--- config.mk ---
export PLATFORM = sky130hd
export DESIGN_NAME = sync_length_frame_deframer_crc8_top
export DESIGN_NICKNAME = d
export VERILOG_FILES = /design/src/rtl/slfd_pkg.sv /design/src/rtl/slfd_in_reg.sv /design/src/rtl/slfd_parser.sv /design/src/rtl/slfd_out_reg.sv /design/src/rtl/sync_length_frame_deframer_crc8_top.sv
export SDC_FILE = /design/constraint.sdc
export NUM_CORES = 1
export LEC_CHECK = 0
export BUFFER_PORTS_ARGS = -buffer_cell sky130_fd_sc_hd__buf_2
export CAP_MARGIN = 20
export CORE_ASPECT_RATIO = 1.4
export CORE_MARGIN = 2
export CORE_UTILIZATION = 62
export CTS_CLUSTER_DIAMETER = 30
export DETAILED_ROUTE_END_ITERATION = 6
export MAX_ROUTING_LAYER = met4
export PLACE_DENSITY = 0.8
export SLEW_MARGIN = 5
export SYNTH_ARGS = -nofsm -noshare
export SYNTH_HDL_FRONTEND = slang
export SYNTH_SLANG_ARGS = --single-unit
--- constraint.sdc ---
create_clock -name clk -period 8 [get_ports clk]
set_clock_uncertainty 0.05 [all_clocks]
set_input_delay 0.8 -clock clk [delete_from_list [all_inputs] [get_ports clk]]
set_output_delay 0.8 -clock clk [all_outputs]
set_load 0.02 [all_outputs]
--- src/rtl/slfd_pkg.sv ---
// ----------------------------------------------------------------------------
// slfd_pkg: shared types for the sync/length frame deframer
// Phase codes, event kinds, the result record and the CRC-8 byte update.
// ----------------------------------------------------------------------------
package slfd_pkg;

	localparam logic [7:0] SYNC_FIRST  = 8'hA5;
	localparam logic [7:0] SYNC_SECOND = 8'h5A;
	localparam logic [7:0] CRC_POLY    = 8'h07;
	localparam logic [7:0] CRC_TOP     = 8'h80;
	localparam logic [15:0] MAX_PAYLOAD_RESET = 16'd64;

	typedef enum logic [8:0] {
		PH_HUNT    = 9'b000000001,
		PH_SYNC2   = 9'b000000010,
		PH_OPCODE  = 9'b000000100,
		PH_LENHI   = 9'b000001000,
		PH_LENLO   = 9'b000010000,
		PH_PAYLOAD = 9'b000100000,
		PH_CRC     = 9'b001000000,
		PH_TRAILER = 9'b010000000,
		PH_SKIP    = 9'b100000000
	} phase_t;

	typedef enum logic [1:0] {
		KIND_DATA     = 2'd0,
		KIND_GOOD     = 2'd1,
		KIND_BAD      = 2'd2,
		KIND_OVERSIZE = 2'd3
	} kind_t;

	typedef struct packed {
		kind_t       kind;
		logic [7:0]  opcode;
		logic [7:0]  data;
		logic [15:0] index;
		logic [15:0] length;
	} result_t;

	// CRC-8, MSB first, one whole byte per call
	function automatic logic [7:0] crc8_update(input logic [7:0] crc, input logic [7:0] b);
		logic [7:0] c;
		c = crc ^ b;
		for (int k = 0; k < 8; k++) begin
			if ((c & CRC_TOP) != 8'h00) begin
				c = {c[6:0], 1'b0} ^ CRC_POLY;
			end else begin
				c = {c[6:0], 1'b0};
			end
		end
		return c;
	endfunction

endpackage

--- src/rtl/slfd_in_reg.sv ---
// ----------------------------------------------------------------------------
// slfd_in_reg: input register
// Captures one received byte per beat and holds it until the parser takes it.
// ----------------------------------------------------------------------------
module slfd_in_reg (
	input  logic       clk,
	input  logic       arst_n,
	input  logic       in_valid,
	output logic       in_stall,
	input  logic [7:0] rx_byte,
	input  logic       out_free,
	output logic       valid_s1,
	output logic [7:0] byte_s1
);

	logic accept;
	logic advance;

	// stall while a held byte cannot move on
	assign advance  = valid_s1 && out_free;
	assign in_stall = valid_s1 && !out_free;
	assign accept   = in_valid && !in_stall;

	// track occupancy
	always_ff @(posedge clk or negedge arst_n) begin
		if (!arst_n) begin
			valid_s1 <= 1'b0;
		end else if (accept) begin
			valid_s1 <= 1'b1;
		end else if (advance) begin
			valid_s1 <= 1'b0;
		end
	end

	// load payload on accept
	always_ff @(posedge clk) begin
		if (accept) begin
			byte_s1 <= rx_byte;
		end
	end

endmodule

--- src/rtl/slfd_parser.sv ---
// ----------------------------------------------------------------------------
// slfd_parser: frame parse state machine
// Walks sync, header, payload, CRC and trailer one byte per step and forms
// at most one result per byte.
// ----------------------------------------------------------------------------
module slfd_parser (
	input  logic             clk,
	input  logic             arst_n,
	input  logic             step,
	input  logic [7:0]       byte_s1,
	input  logic [15:0]      max_payload,
	output logic             res_valid,
	output slfd_pkg::result_t res
);

	slfd_pkg::phase_t phase_q, phase_d;
	logic [7:0]  opcode_q, opcode_d;
	logic [15:0] length_q, length_d;
	logic [16:0] count_q, count_d;
	logic [7:0]  hcrc_q, hcrc_d;
	logic [7:0]  pcrc_q, pcrc_d;
	logic [7:0]  crc_in;
	logic [7:0]  crc_out;
	logic [15:0] len_full;
	logic [16:0] count_inc;
	logic        emit;
	slfd_pkg::kind_t kind;

	// one shared byte update: header bytes and payload bytes never overlap
	assign crc_in    = (phase_q == slfd_pkg::PH_OPCODE) ? 8'h00 :
		(phase_q == slfd_pkg::PH_PAYLOAD) ? pcrc_q : hcrc_q;
	assign crc_out   = slfd_pkg::crc8_update(crc_in, byte_s1);
	assign len_full  = {length_q[15:8], byte_s1};
	assign count_inc = count_q + 17'd1;

	// next state and result
	always_comb begin
		phase_d  = phase_q;
		opcode_d = opcode_q;
		length_d = length_q;
		count_d  = count_q;
		hcrc_d   = hcrc_q;
		pcrc_d   = pcrc_q;
		emit     = 1'b0;
		kind     = slfd_pkg::KIND_DATA;
		unique case (phase_q)
			slfd_pkg::PH_SYNC2: begin
				phase_d = (byte_s1 == slfd_pkg::SYNC_SECOND) ? slfd_pkg::PH_OPCODE :
					slfd_pkg::PH_HUNT;
			end
			slfd_pkg::PH_OPCODE: begin
				opcode_d = byte_s1;
				hcrc_d   = crc_out;
				phase_d  = slfd_pkg::PH_LENHI;
			end
			slfd_pkg::PH_LENHI: begin
				length_d = {byte_s1, 8'h00};
				hcrc_d   = crc_out;
				phase_d  = slfd_pkg::PH_LENLO;
			end
			slfd_pkg::PH_LENLO: begin
				length_d = len_full;
				hcrc_d   = crc_out;
				count_d  = '0;
				pcrc_d   = 8'h00;
				if (len_full > max_payload) begin
					phase_d = slfd_pkg::PH_SKIP;
					emit    = 1'b1;
					kind    = slfd_pkg::KIND_OVERSIZE;
				end else if (len_full == 16'd0) begin
					phase_d = slfd_pkg::PH_CRC;
				end else begin
					phase_d = slfd_pkg::PH_PAYLOAD;
				end
			end
			slfd_pkg::PH_PAYLOAD: begin
				emit    = 1'b1;
				kind    = slfd_pkg::KIND_DATA;
				pcrc_d  = crc_out;
				count_d = count_inc;
				if (count_inc >= {1'b0, length_q}) begin
					phase_d = slfd_pkg::PH_CRC;
				end
			end
			slfd_pkg::PH_CRC: begin
				emit = 1'b1;
				if (byte_s1 == (hcrc_q ^ pcrc_q)) begin
					phase_d = slfd_pkg::PH_TRAILER;
					kind    = slfd_pkg::KIND_GOOD;
				end else begin
					phase_d = slfd_pkg::PH_HUNT;
					kind    = slfd_pkg::KIND_BAD;
				end
			end
			slfd_pkg::PH_TRAILER: begin
				phase_d = slfd_pkg::PH_HUNT;
			end
			slfd_pkg::PH_SKIP: begin
				count_d = count_inc;
				if (count_inc >= ({1'b0, length_q} + 17'd2)) begin
					phase_d = slfd_pkg::PH_HUNT;
				end
			end
			default: begin
				// hunting, and any code that is not a phase
				phase_d = (byte_s1 == slfd_pkg::SYNC_FIRST) ? slfd_pkg::PH_SYNC2 :
					slfd_pkg::PH_HUNT;
			end
		endcase
	end

	// result fields; data and index only for payload bytes
	always_comb begin
		res.kind   = kind;
		res.opcode = opcode_d;
		res.length = length_d;
		if (kind == slfd_pkg::KIND_DATA) begin
			res.data  = byte_s1;
			res.index = count_q[15:0];
		end else begin
			res.data  = 8'h00;
			res.index = 16'h0000;
		end
	end

	assign res_valid = step && emit;

	// advance parser state once per consumed byte
	always_ff @(posedge clk or negedge arst_n) begin
		if (!arst_n) begin
			phase_q  <= slfd_pkg::PH_HUNT;
			opcode_q <= 8'h00;
			length_q <= 16'h0000;
			count_q  <= '0;
			hcrc_q   <= 8'h00;
			pcrc_q   <= 8'h00;
		end else if (step) begin
			phase_q  <= phase_d;
			opcode_q <= opcode_d;
			length_q <= length_d;
			count_q  <= count_d;
			hcrc_q   <= hcrc_d;
			pcrc_q   <= pcrc_d;
		end
	end

endmodule

--- src/rtl/slfd_out_reg.sv ---
// ----------------------------------------------------------------------------
// slfd_out_reg: result register
// Holds one result beat until the receiver takes it.
// ----------------------------------------------------------------------------
module slfd_out_reg (
	input  logic              clk,
	input  logic              arst_n,
	input  logic              res_valid,
	input  slfd_pkg::result_t res,
	output logic              out_free,
	output logic              out_valid,
	input  logic              out_stall,
	output slfd_pkg::result_t res_q
);

	logic out_valid_q;

	// room when empty or when the held beat leaves this cycle
	assign out_free  = !out_valid_q || !out_stall;
	assign out_valid = out_valid_q;

	always_ff @(posedge clk or negedge arst_n) begin
		if (!arst_n) begin
			out_valid_q <= 1'b0;
		end else if (out_free) begin
			out_valid_q <= res_valid;
		end
	end

	// load new result, hold while stalled
	always_ff @(posedge clk) begin
		if (out_free && res_valid) begin
			res_q <= res;
		end
	end

endmodule

--- src/rtl/sync_length_frame_deframer_crc8_top.sv ---
// ----------------------------------------------------------------------------
// sync_length_frame_deframer_crc8_top: sync-word frame deframer with CRC-8
// Input channel: one received byte per beat (in_valid / in_stall).
// Output channel: one event per beat (out_valid / out_stall): payload byte,
//   frame good, CRC mismatch, or oversize frame dropped.
// Config channel: cfg_valid / cfg_ready writes max_payload (reset 64);
//   cfg_ready is always high. Write only while the block is idle.
// Throughput: one byte per cycle while out_stall is low; the CRC-8 update
//   is a single unrolled step, so the parser state loop closes every cycle.
// Path: input register, then result register. Sync, opcode, length-high,
//   trailer and skipped bytes produce no event; a length-low byte yields
//   one only for an oversize frame.
// Reset: parser returns to sync hunting, both registers empty.
// Receiver stall: the result register holds; the input register fills and
//   then in_stall rises until the result beat is taken.
// ----------------------------------------------------------------------------
module sync_length_frame_deframer_crc8_top (
	input  logic        clk,
	input  logic        arst_n,
	input  logic        in_valid,
	output logic        in_stall,
	input  logic [7:0]  rx_byte,
	output logic        out_valid,
	input  logic        out_stall,
	output logic [1:0]  event_kind,
	output logic [7:0]  frame_opcode,
	output logic [7:0]  payload_byte,
	output logic [15:0] byte_index,
	output logic [15:0] frame_length,
	input  logic        cfg_valid,
	output logic        cfg_ready,
	input  logic [15:0] cfg_data
);

	logic              valid_s1;
	logic [7:0]        byte_s1;
	logic              out_free;
	logic              step;
	logic              res_valid;
	logic [15:0]       max_payload_q;
	slfd_pkg::result_t res;
	slfd_pkg::result_t res_q;

	// config register
	assign cfg_ready = 1'b1;
	always_ff @(posedge clk or negedge arst_n) begin
		if (!arst_n) begin
			max_payload_q <= slfd_pkg::MAX_PAYLOAD_RESET;
		end else if (cfg_valid && cfg_ready) begin
			max_payload_q <= cfg_data;
		end
	end

	assign step = valid_s1 && out_free;

	slfd_in_reg u_in (
		.clk      (clk),
		.arst_n   (arst_n),
		.in_valid (in_valid),
		.in_stall (in_stall),
		.rx_byte  (rx_byte),
		.out_free (out_free),
		.valid_s1 (valid_s1),
		.byte_s1  (byte_s1)
	);

	slfd_parser u_parser (
		.clk         (clk),
		.arst_n      (arst_n),
		.step        (step),
		.byte_s1     (byte_s1),
		.max_payload (max_payload_q),
		.res_valid   (res_valid),
		.res         (res)
	);

	slfd_out_reg u_out (
		.clk       (clk),
		.arst_n    (arst_n),
		.res_valid (res_valid),
		.res       (res),
		.out_free  (out_free),
		.out_valid (out_valid),
		.out_stall (out_stall),
		.res_q     (res_q)
	);

	// unpack result beat
	assign event_kind   = res_q.kind;
	assign frame_opcode = res_q.opcode;
	assign payload_byte = res_q.data;
	assign byte_index   = res_q.index;
	assign frame_length = res_q.length;

endmodule
**Word level (Yosys, flattened, before mapping)**

Index checks and enable logic that the tools add are counted.

- Bits in registers: 142
- Word-level logic and storage cells: 94
- Output and inout bits: 53

- Equal/unequal tests: 13
- Multiplexer cells: 29
- Add/subtract/negate cells: 2
- Reductions and logical operators: 22
- $lt $le $gt $ge: 3
- Bitwise operators: 10

Operator list:

| operator | number |
|---|---|
| $pmux 9 s8 | 1 |
| $pmux 17 s2 | 1 |
| $mux 8 | 4 |
| $pmux 16 s2 | 1 |
| $mux 3 | 9 |
| $mux 9 | 3 |
| $not 3->3 | 8 |
| $add 16x2->17 const B | 1 |
| $add 17x1->17 const B | 1 |
| $ge 17x16->1 | 1 |
| $ge 17x17->1 | 1 |
| $gt 16x16->1 | 1 |
| $logic_not 16->1 | 1 |
| $pmux 8 s2 | 1 |
| $xor 8x8->8 | 2 |
| $eq 9x2->1 const B | 1 |
| $eq 9x3->1 const B | 1 |
| $eq 9x4->1 const B | 1 |
| $eq 9x5->1 const B | 1 |
| $eq 9x6->1 const B | 1 |
| $eq 9x7->1 const B | 1 |
| $eq 9x8->1 const B | 1 |
| $eq 9x9->1 const B | 1 |
| $eq 8x7->1 const B | 1 |
| other kinds (18) | 34 |

**Logic depth before layout (Yosys ltp)**

- Depth after elaboration: 21
- Gate-level depth with buffers: 15
- Mapped depth without buffers: 14

**By module**

From an unflattened synthesis, not the netlist that was laid out.

- Cells, all modules: 748
- Area total of the unflattened synthesis: 8,110.3 um2

Modules (own cells, without submodules):

| module | cells each | area an instance (um2) | sequential area each (um2) | times used |
|---|---|---|---|---|
| slfd_parser | 644 | 5,595.4 | 1,652.8 | 1 |
| slfd_out_reg | 54 | 1,549.0 | 1,526.5 | 1 |
| sync_length_frame_deframer_crc8_top | 37 | 668.1 | 401.6 | 1 |
| slfd_in_reg | 13 | 297.8 | 265.3 | 1 |

**Worst setup path before layout**

Ideal clock, no wire load.

- Kind: reg2reg
- Start: reg u_in.byte_s1[0]
- End: reg, netlist name u_out.res_q[0]
- Setup time: 474 ps
- Cell stages (with the launch flop): 10
- Clock period less this slack: 4,817 ps
- Path buffers: 1
- Data arrival time: 4,292 ps
- Path slack: 3,183 ps
- Cell sequence: edfxtp_1 inv_1 ha_1 nor2b_1 o211ai_1 a2111o_1 a311oi_2 nor2b_1 buf_6 a21oi_1

- Word-level cells in the longest chain between the ends: 5

Ends and longest elaborated chain:

| element | line | source |
|---|---|---|
| from (decl) | slfd_in_reg.sv:13 | `output logic [7:0] byte_s1` |
| from (signal assigned) | slfd_in_reg.sv:38 | `byte_s1 <= rx_byte;` |
| $gt 16x16->1 | slfd_parser.sv:66 | `if (len_full > max_payload) begin` |
| $mux 1 | slfd_parser.sv:66 |  |
| $pmux 1 s2 | slfd_parser.sv:46 | `unique case (phase_q)` |
| $logic_and 1x1->1 | slfd_parser.sv:126 | `assign res_valid = step && emit;` |
| $logic_and 1x1->1 | slfd_out_reg.sv:32 | `if (out_free && res_valid) begin` |

No other way between the ends.
A chain may end at the register's enable or synchronous reset.

**Final worst setup path**

- Start: reg u_in.byte_s1[7]
- End: reg, netlist name u_out.res_q[13]

- Word-level cells in the longest chain between the ends: 5

Ends and longest elaborated chain:

| element | line |
|---|---|
| $gt 16x16->1 | slfd_parser.sv:66 |
| $mux 1 | slfd_parser.sv:66 |
| $pmux 1 s2 | slfd_parser.sv:46 |
| $logic_and 1x1->1 | slfd_parser.sv:126 |
| $logic_and 1x1->1 | slfd_out_reg.sv:32 |

No other way between the ends.

==> impl_metrics.ini <==
[setup_path]
worstRegToRegCells = 9
critPathKind = register to register
required_ns = 8.05
crit_path_start = u_in.byte_s1[7]
crit_fanout = 50
regToRegStartpoint = u_in.byte_s1[7]
end_kind = register
cp-start-kind = register
cp.arrival_ns = 4.27

[sta]
fin_tns_setup_ns = 0
drv_slew = 0
max-slew-margin-rel_pct = 30.08
fin_crit_sh_pct = 52.78
tightest_slew_ns = 1.047
rsz0062_at_grt = false
setup_viol = 0
fin_ws_ns = 3.778
finalHoldWorstSlack_ns = 0.2226
hold_violations = 0
finalCriticalPeriod_ns = 4.222
max_freq_mhz = 236.8

[logic_synthesis]
synth_edf_count = 58
syn_avg_cell_area_um2 = 10.22
ys.flop_type = dfrtp_1
synth_cell_type_count = 67
synth_seq_cells = 142
yosysWarnings = 0
synth.net_count = 895
netlist_area_mm2 = 0.008335
synth_top_area_cell = dfrtp_1
yosysSeqAreaShare_pct = 46.14
synth-async-reset-ratio_pct = 59.15
syn-instance-count = 816
synth_top_area_share_pct = 24.62
synthTopCellsByArea = dfrtp_1 (25%), edfxtp_1 (21%), ha_1 (7.5%)

[detailed_routing]
post-route-drc-count = 0
first_pass_iters = 6
num_vias = 6403
vias_per_cell = 5.962
wire_per_inst_um = 19.17
ant_nets = 0
dr.first_iter.drc_count = 395
totalWireLength_um = 20590

[floorplan]
die_h_um = 141.2
initial_utilization_pct = 62.85
row_count = 50
io_pins = 82
chipWidth_um = 102.0
core_area_mm2 = 0.01326
fp.dieArea_mm2 = 0.01440

[run]
maxCapViolCount = 0

[run_status]
status = completed

[power_and_ir_drop]
pwr-share-clk_pct = 34.8
p_comb_share_pct = 26.8
p_leak_nw = 4.267
power_density_mw_per_mm2 = 248.1
switchingPower_uw = 733.6
vdd_drop_max_mv = 0.1867
internal_power_mw = 1.612
seqPwrFrac_pct = 38.5
sw_frac_of_total_pct = 31.28

[layout]
stdcell_count = 1074
finalCoreUtilization_pct = 71.27
multi_input_area_mm2 = 0.004149
diodes = 0
area_delta_synth_final_pct = 13.40
seqCellArea_mm2 = 0.003846
drive_gt1_share_pct = 18.27
nets = 958
fill_cells = 1031

[global_route]
grt_overflow = 0
grt_pass1_wl_um = 33400
grt_use_total_pct = 31.35
antenna_found_initial = 0
grt_max_degree = 85
grt_pass1_vias = 6608

[clocking]
cts_setup_buffers = 0
cts_root_buffer = clkbuf_16
clock_latency_ns = 0.42
cts_hold_buffers = 0
clk_pin_slew_ns = 0.06
clock_sinks = 142
cts_resized = 0
h-tree-depth = 4
cts_tree = built
cts_made_buffers = 17
cts_buffer_depth = 2

[placement]
dp_hpwl_um = 14700
io_buffers = 80
dp.cells = 1041
place_congestion = 1.109
dp_slack_ns = 4.011

[hold_path]
hold_class = input port to asynchronous set/reset pin
==> per-stage QoR <==
stage | instance area (um^2) | power, mW
final | 9453 | 2.345
after CTS | 9425 | 2.340
after global placement | 8806 | 1.496
after floorplan | 8335 | 1.375
after detailed placement | 8821 | 1.526
after global routing | 9453 | 2.449
==> cells in the mapped netlist (3+ instances only) <==
master,count
o21ai_1,4
nor2_1,39
nand2b_1,6
mux2_4,7
and2_1,26
inv_1,40
ha_1,50
nor4_1,6
mux2_2,16
mux2i_1,7
nand2_1,127
clkbuf_1,24
buf_2,11
nor3_1,9
edfxtp_1,58
xor2_1,18
a21oi_1,18
nand4_1,14
o21ai_0,53
and3_1,8
o31ai_1,8
buf_6,3
a31oi_1,10
nand3_1,25
a22o_1,8
xnor2_1,68
nor2b_1,11
xnor3_1,6
nor2_2,5
dfrtp_1,82
==> sequential cells by signal, indices dropped and copies added, names as in the netlist <==
signal and count:
u_out.res_q 50, u_parser.count_q 17, max_payload_q 16, u_parser.length_q 16, u_parser.phase_q 9, u_in.byte_s1 8, u_parser.hcrc_q 8, u_parser.opcode_q 8
u_parser.pcrc_q 8, u_in.valid_s1 1, u_out.out_valid 1
==> worst max-delay path: stages (launching register included) <==
cell and delay (ns):
edfxtp_1 0.83, ha_1 0.39, a21oi_1 0.15, o21ai_0 0.11, a221oi_1 0.49, a311oi_2 0.21, nor2b_1 0.84, buf_4 0.35
a21oi_4 0.07, buf_4 0.34
==> power by group through the flow <==
stage          clock [mW]  sequential [mW]  combinational (mW)
4_1_cts             0.818            0.900               0.622
3_5_place_dp            0            0.913               0.613
2_1_floorplan           0            0.869               0.506
6_report            0.815            0.902               0.628
5_1_grt             0.850            0.908               0.691
3_3_place_gp            0            0.911               0.585
==> kinds of logic (layout without fill, tap and decap cells) <==
group	Yosys count	after routing	share of synthesized area, %
adders and majority gates	50	50	7.505
xor gates and xnor gates	92	92	10.66
and+or+nand+nor	292	292	17.49
muxes	30	30	4.263
other	1	1	0.04499
DFF	142	142	46.14
AOI/OAI and AO/OA	127	127	9.682
buffers and inverters	82	158	4.218
==> cell usage in the layout, fill, tap and decap left out, types with 14 or more instances in the layout <==
| master | synthesis | routed |
|---|---|---|
| xor2_1 | 18 | 18 |
| buf_2 | 11 | 79 |
| nor2_1 | 39 | 39 |
| nand4_1 | 14 | 14 |
| xnor2_1 | 68 | 68 |
| a21oi_1 | 18 | 17 |
| clkbuf_16 | 0 | 17 |
| dfrtp_1 | 82 | 82 |
| nand2_1 | 127 | 127 |
| nand3_1 | 25 | 25 |
| mux2_2 | 16 | 16 |
| inv_1 | 40 | 40 |
| ha_1 | 50 | 50 |
| edfxtp_1 | 58 | 58 |
| and2_1 | 26 | 26 |
| o21ai_0 | 53 | 53 |
==> layout make-up <==
class	instances	area share [%]
Multi-Input combinational cell	592	43.89
Sequential cell	142	40.69
Clock buffer	19	4.686
Tap cell	182	2.409
Clock inverter	13	1.707
Timing Repair Buffer	86	5.030
Inverter	40	1.588
==> path summary, 6_finish.rpt <==
check,endpoint,slack [ns]
worst max register to register,u_out.res_q[13],3.78
max in group asynchronous,u_parser.phase_q[0],7.01
worst min-delay path,u_parser.length_q[1],0.22
min in group clk,u_parser.opcode_q[4],0.43
worst min register to register,u_parser.opcode_q[4],0.43
worst max-delay path,u_out.res_q[13],3.78
==> per-layer routing <==
| layer | vias up | wire length, um | GRT usage, % |
|---|---|---|---|
| li1 | 2952 | - | - |
| met2 | 243 | 10850 | 53.95 |
| met1 | 3100 | 7407 | 33.05 |
| met5 | - | 0 | - |
| met3 | 108 | 1094 | 5.949 |
| met4 | 0 | 1239 | 17.89 |
(Power assumes the default switching activity.)
